<file path="config.mk">
export PLATFORM = sky130hd
export DESIGN_NAME = sisul_cell
export DESIGN_NICKNAME = d
export VERILOG_FILES = /design/src/hw/rtl/sisul_pkg.sv /design/src/hw/rtl/sisul_cell.sv
export SDC_FILE = /design/constraint.sdc
export NUM_CORES = 1
export LEC_CHECK = 0
export ABC_AREA = 1
export BUFFER_PORTS_ARGS = -buffer_cell sky130_fd_sc_hd__buf_2
export CAP_MARGIN = 15
export CORE_MARGIN = 5
export CORE_UTILIZATION = 41
export DETAILED_ROUTE_END_ITERATION = 16
export PLACE_DENSITY_LB_ADDON = 0.05
export SKIP_LAST_GASP = 1
export SLEW_MARGIN = 40
export SYNTH_ARGS = -nofsm -noshare
export SYNTH_HDL_FRONTEND = slang
export SYNTH_SLANG_ARGS = --single-unit
</file>
<file path="constraint.sdc">
create_clock -name clock -period 3.5 [get_ports clock]
set_clock_uncertainty 0.2 [all_clocks]
set_input_delay 0.525 -clock clock [delete_from_list [all_inputs] [get_ports clock]]
set_output_delay 0.525 -clock clock [all_outputs]
set_load 0.02 [all_outputs]
</file>
<file path="src/hw/rtl/sisul_pkg.sv">
// Shared types and constants for the stable index sorter.
// The cell and the top level both import this package; it has no dependencies.
package sisul_pkg;

   localparam int DEF_MAX_ENTRIES = 64;
   localparam int KEY_W           = 64;
   localparam int INDEX_W         = 6;

   localparam logic signed [KEY_W-1:0] KEY_MAX = {1'b0, {(KEY_W-1){1'b1}}};

   typedef enum logic {
      ST_LOAD,
      ST_EMIT
   } sisul_state_type;

   typedef struct packed {
      logic signed [KEY_W-1:0] key;
      logic [INDEX_W-1:0]      idx;
   } sisul_entry_type;

   typedef struct packed {
      logic            insert;
      logic            shift;
      sisul_entry_type entry;
   } sisul_ctrl_type;

   function automatic logic signed [KEY_W-1:0] map_key(input logic signed [KEY_W-1:0] raw);
      logic signed [KEY_W-1:0] mapped;
      mapped = raw[KEY_W-1] ? KEY_MAX : raw;
      return mapped;
   endfunction

endpackage

</file>
<file path="src/hw/rtl/sisul_cell.sv">
// One cell of the insertion chain: holds one key and its arrival index.
// Depends on sisul_pkg for the entry and control types.
module sisul_cell
   import sisul_pkg::*;
(
   input  logic            clock,
   input  sisul_ctrl_type  ctrl,
   input  logic            occupied,
   input  logic            left_gt,
   input  sisul_entry_type left_entry,
   input  sisul_entry_type right_entry,
   output sisul_entry_type entry,
   output logic            gt
);

   sisul_entry_type entry_ff;
   sisul_entry_type entry_in;

   // An empty cell counts as greater than any key, so the new item lands there.
   assign gt = !occupied || (entry_ff.key > ctrl.entry.key);

   always_comb begin
      entry_in = entry_ff;
      if (ctrl.insert) begin
         if (left_gt) begin
            entry_in = left_entry;
         end else if (gt) begin
            entry_in = ctrl.entry;
         end
      end else if (ctrl.shift) begin
         entry_in = right_entry;
      end
   end

   always_ff @(posedge clock) begin
      entry_ff <= entry_in;
   end

   assign entry = entry_ff;

endmodule

</file>
==> run_results.csv, run 1 <==
group,metric,value,unit
clocking,clkLatencyLatePin,330,ps
grt,antenna_found_initial,2,
sta,finalMaxSlewViolations,0,
logic_synthesis,ys_top_cells_by_count,"o21ai_0 (146), nand2_1 (132), nor2_1 (86)",
sta,finalCritPeriodShare,86.8,%
logic_synthesis,synth_top_cell_by_area,"edfxtp_1",
logic_synthesis,async_flop_share,0,%
place,portBuffers,285,
logic_synthesis,ys_types,21,
place,pre_cts_ws,400,ps
logic_synthesis,syn_inst,664,
critical_path,start_kind,"flip-flop",
place,gp_congestion,0.862,
sta,min_period,3040,ps
logic_synthesis,synth-seq-area-share,40.3,%
sta,fin_hold_ws,278,ps
floorplanning,start_util,41.6,%
sta,worst_slack,462,ps
layout,antenna_cells,0,
routing,drt-wirelength-per-cell,15.1,um
place,dp_hpwl,13400,um
grt,grt_pass1_vias,5507,
sta,finalSetupTns,0,ps
routing,dr.pass1.iters,5,
sta,tightest_slew,728,ps
floorplanning,die_y,123,um
layout,synthToLayoutAreaGrowth,35.1,%
logic_synthesis,syn_area_per_cell,7.85,um2
place,dp.cells,1098,
routing,vias,5467,
floorplanning,die-area,15100,um2
critical_path,path_class,"flip-flop to output pin",
power,power.leakage,3.65,nW
clocking,cts_hold_buffers,0,
routing,drc,0,
sta,setup_viol,0,
logic_synthesis,yosys_warnings,0,
critical_path,critPathCaptureType,"output pin",
floorplanning,fp.coreArea,12500,um2
logic_synthesis,ys_ff_latch,70,
routing,drtIter0Drc,227,
critical_path,crit_fanout,4,
clocking,cts_buffers,9,
clocking,cts_resized,0,
floorplanning,io_pins,286,
clocking,clockRootBuffer,"clkbuf_16",
worst_hold_path,min_path_type,"input port to flip-flop",
sta,relSlewSlack,51.4,%
sta,rsz0062_at_grt,"no",
layout,drive_gt1_share,33.3,%
critical_path,worstPathRequired,2770,ps
grt,grt_max_degree,71,
sta,final_hold_viol_count,0,
clocking,cts_tree,"built",
clocking,clkTransAtPathRegs,50,ps
floorplanning,placementRows,41,
logic_synthesis,yosysMostFrequentCell,"o21ai_0",
logic_synthesis,synth_area_leaders,"edfxtp_1 (40%), ha_1 (15%), o21ai_0 (14%), nand2_1 (9.5%), nor2_1 (6.2%)",
floorplanning,die_x,123,um
routing,detail_route.wirelength,16800,um
power,power_density,379,nW/um2
logic_synthesis,synth_area,5210,um2
layout,final_cell_area,7040,um2
run_status,status,"complete, no violations",
clocking,cts_setup_buffers,0,
place,dpl-instance-area,6790,um2
logic_synthesis,synth_top_cell_area_share,40.3,%
clocking,clockBufferDepth,2,
clocking,clkSinkCount,70,
logic_synthesis,synth_edf_count,70,
clocking,cts_htree_levels,3,
layout,nets,1216,
grt,grt_pass1_wl,25800,um
layout,stdcell_count,1112,
logic_synthesis,ys.flop_type,"edfxtp_1",
run,cap_violations,0,
routing,via_per_inst,4.92,
grt,gr-usage-all-layers,21.8,%
routing,ant_nets,0,
logic_synthesis,synthesis.nets,943,
layout,largest_reg_flops,70,
power,ir_worst_vdd,0.192,mV
sta,fmax,329,MHz
critical_path,crit_arrival,2310,ps
grt,grt_overflow,0,
## critical path, stage by stage, from the launching register on
cell	delay, ps
edfxtp_1	400
ha_1	370
nand2_1	90
inv_1	70
nand3_2	70
nor3_2	170
inv_2	60
nor3_2	230
nand2_1	100
nand3_1	90
nand3_2	90
nand2_1	60
buf_2	170
## report_power, final
| part | internal [mW] | leakage (nW) | switching [mW] |
|---|---|---|---|
| clock | 0.466 | 0.123 | 0.317 |
| combinational | 0.309 | 2.81 | 0.483 |
| sequential | 1.04 | 0.717 | 0.0503 |
| total | 1.82 | 3.65 | 0.850 |
## area by class of cell
class / instances / area [um2]
repair buffers: 292 / 1490
inverters: 80 / 304
well taps: 172 / 215
clock buffers: 11 / 233
flip-flops and latches: 70 / 2100
fillers: 1228 / 5480
clock inverters: 3 / 13.8
multi-input cells: 484 / 2680
## layer usage
layer / up-vias / global-route usage (%) / share of wire [%]
li1: 2777 / - / -
met1: 2447 / 25.8 / 41
met2: 210 / 37.8 / 49
met3: 29 / 6.31 / 8.3
met4: 4 / 7.35 / 2.2
met5: - / 0 / 0.083
## metrics by stage
step	power, mW	util (%)
finish	2.67	56.2
global route	2.84	56.2
CTS	2.70	56.2
detailed placement	1.91	54.3
global placement	1.89	54.3
floorplan	1.57	-
## kinds of logic after synthesis
| kind of cell | synth area share, % |
|---|---|
| buf+inv | 8.26 |
| fa+ha+maj | 15.4 |
| simple gates | 18.4 |
| compound gates | 17.6 |
| flops | 40.3 |
## final timing paths
check | slack (ps) | startpoint | depth (start not counted) | to
max | 460 | entry[69]$_DFFE_PP_ | 12 | gt
min | 280 | right_entry[64] | 3 | entry[64]$_DFFE_PP_
max reg2reg | 710 | entry[69]$_DFFE_PP_ | 14 | entry[12]$_DFFE_PP_
min reg2reg | 1230 | entry[69]$_DFFE_PP_ | 7 | entry[68]$_DFFE_PP_
## cell usage in the layout, fill, tap and decap left out, drive strengths merged
cell type | synthesis | routed
a21o | 1 | 1
a21oi | 30 | 30
buf | 1 | 292
clkbuf | 29 | 11
clkinv | 0 | 3
clkinvlp | 0 | 1
edfxtp | 70 | 70
ha | 64 | 64
inv | 80 | 79
nand2 | 132 | 132
nand3 | 8 | 8
nand3b | 1 | 1
nand4 | 6 | 6
nor2 | 86 | 86
nor3 | 5 | 5
o21a | 3 | 3
o21ai | 146 | 146
o21bai | 1 | 1
or2 | 1 | 1
Note: power is estimated with default switching activity, not from simulation.
==> run 2, diff against run 1 <==
--- a/config.mk
+++ b/config.mk
@@ -12,6 +12,7 @@
 export CORE_UTILIZATION = 41
 export DETAILED_ROUTE_END_ITERATION = 16
 export PLACE_DENSITY_LB_ADDON = 0.05
+export RECOVER_POWER = 50
 export SKIP_LAST_GASP = 1
 export SLEW_MARGIN = 40
 export SYNTH_ARGS = -nofsm -noshare
==> run 2 against run 1 <==
The run now ends with max-capacitance violations, max-slew violations left. Power down 0.81%. Sequential power about the same. Critical path depth unchanged. Sequential share of layout area up 0.41 points. Final cell count unchanged. Sequential cell count unchanged. Critical path type unchanged. Largest cell class unchanged.
==> run_results.csv, run 2 (synthesis gave the netlist of run 1 again) <==
group,metric,value,unit
run_status,status,"complete, but fails checks",
run_status,violations,"max-capacitance violations, max-slew violations",
sta,fmax,328,MHz
sta,rsz0062_at_grt,"no",
layout,nets,1216,
grt,grt_max_degree,71,
sta,min_period,3050,ps
clocking,cts_resized,0,
clocking,clockRootBuffer,"clkbuf_16",
critical_path,path_class,"flip-flop to output pin",
routing,drt-wirelength-per-cell,15.2,um
worst_hold_path,min_path_type,"input port to flip-flop",
routing,ant_nets,0,
critical_path,crit_fanout,4,
critical_path,worstPathRequired,2770,ps
worst_hold_path,worstHoldStart,"right_entry[64]",
critical_path,r2r_end,"entry[12]$_DFFE_PP_",
grt,grt_overflow,0,
worst_hold_path,holdPathStages,3,
floorplanning,die_x,123,um
grt,grt_pass1_wl,25800,um
sta,finalSetupTns,0,ps
clocking,clkLatencyLatePin,330,ps
clocking,cts_setup_buffers,0,
clocking,cts_htree_levels,3,
floorplanning,die-area,15100,um2
power,power.leakage,3.45,nW
floorplanning,start_util,41.6,%
clocking,clkTransAtPathRegs,50,ps
sta,finalMaxSlewViolations,86,
power,p_int,1.79,mW
sta,tightest_slew,1770,ps
run,cap_violations,2,
routing,detail_route.wirelength,16900,um
clocking,cts_hold_buffers,0,
power,ir_worst_vdd,0.192,mV
routing,dr.pass1.iters,6,
worst_hold_path,whs_endpoint,"entry[64]$_DFFE_PP_",
power,power_density,381,nW/um2
routing,vias,5454,
grt,antenna_found_initial,2,
power,clockPowerShare,29.6,%
clocking,cts_buffers,9,
grt,gr-usage-all-layers,21.8,%
floorplanning,io_pins,286,
clocking,clockBufferDepth,2,
sta,finalCritPeriodShare,87.1,%
critical_path,critPathCaptureType,"output pin",
critical_path,worst-r2r-setup-slack,700,ps
critical_path,r2r_start,"entry[69]$_DFFE_PP_",
routing,drtIter0Drc,231,
sta,final_hold_viol_count,0,
power,power_frac_comb,29.0,%
critical_path,r2r_cells,14,
sta,relSlewSlack,-17.9,%
critical_path,start_kind,"flip-flop",
place,gp_congestion,0.862,
critical_path,crit_arrival,2320,ps
grt,grt_pass1_vias,5507,
sta,setup_viol,0,
layout,layout_common_cells,"buf_2 (213), o21ai_0 (146), nand2_1 (132)",
floorplanning,placementRows,41,
routing,via_per_inst,4.90,
clocking,cts_tree,"built",
place,portBuffers,285,
power,p_seq_share,41.4,%
layout,final_common_cell,"buf_2",
clocking,clkSinkCount,70,
layout,largest_reg_flops,70,
power,sw_frac_of_total,32.2,%
place,dp_hpwl,13400,um
layout,drive_gt1_share,25.6,%
layout,final_util,55.5,%
layout,synthToLayoutAreaGrowth,33.2,%
floorplanning,fp.coreArea,12500,um2
floorplanning,die_y,123,um
routing,drc,0,
layout,antenna_cells,0,
power,p_switching,0.852,mW
-- run 2: changes by cell type in the layout (fill, tap and decap cells not counted), sizes merged --
| cell | previous run | this run |
|---|---|---|
| clkbuf | 11 | 85 |
| buf | 292 | 218 |
-- run 2: worst max-delay path by stage --
stage | depth (start not counted) | startpoint | slack, ps | end
floorplan | 15 | ctrl[69] | 80 | entry[0]$_DFFE_PP_
finish | 12 | entry[69]$_DFFE_PP_ | 450 | gt
detailed placement | 16 | ctrl[69] | 400 | entry[65]$_DFFE_PP_
CTS | 10 | entry[49]$_DFFE_PP_ | 420 | gt
global placement | 16 | ctrl[69] | 470 | entry[0]$_DFFE_PP_
global route | 11 | entry[49]$_DFFE_PP_ | 150 | gt
-- run 2: cell type report --
cell class	count	area, um2
Clock buffer	11	233
Multi-Input combinational cell	484	2680
Timing Repair Buffer	292	1400
Clock inverter	3	13.8
Tap cell	172	215
Fill cell	1257	5570
Inverter	80	304
Sequential cell	70	2100
-- run 2: critical path, stage by stage (launching register included) --
cell and delay (ps):
edfxtp_1 400, ha_1 370, nand2_1 90, inv_1 70, nand3_2 70, nor3_2 180
inv_2 60, nor3_2 230, nand2_1 100, nand3_1 90, nand3_2 90, nand2_1 60
buf_2 180
-- run 2: power groups by stage --
stage	Sequential (mW)	Clock, mW	Combinational [mW]
finish	1.10	0.783	0.767
global route	1.11	0.844	0.867
CTS	1.09	0.805	0.801
detailed placement	1.11	0	0.797
global placement	1.11	0	0.785
floorplan	1.22	0	0.344
-- run 2: per-layer routing --
metal  vias up  GRT usage, %  wire length [um]
met3        27          6.31              1390
met2       200          37.8              8220
met4         4          7.35               336
li1       2778             -                 -
met1      2445          25.8              6900
met5         -             0                14
-- run 2: through the flow --
stage	setup WS (ps)	area, um2	hold WS (ps)	power (mW)	cells
2_1_floorplan	78.7	5220	516	1.57	664
3_3_place_gp	470	6790	610	1.89	1098
3_5_place_dp	400	6790	610	1.91	1098
4_1_cts	415	7040	266	2.70	1112
5_1_grt	151	6940	271	2.82	1112
6_report	450	6940	279	2.65	1112
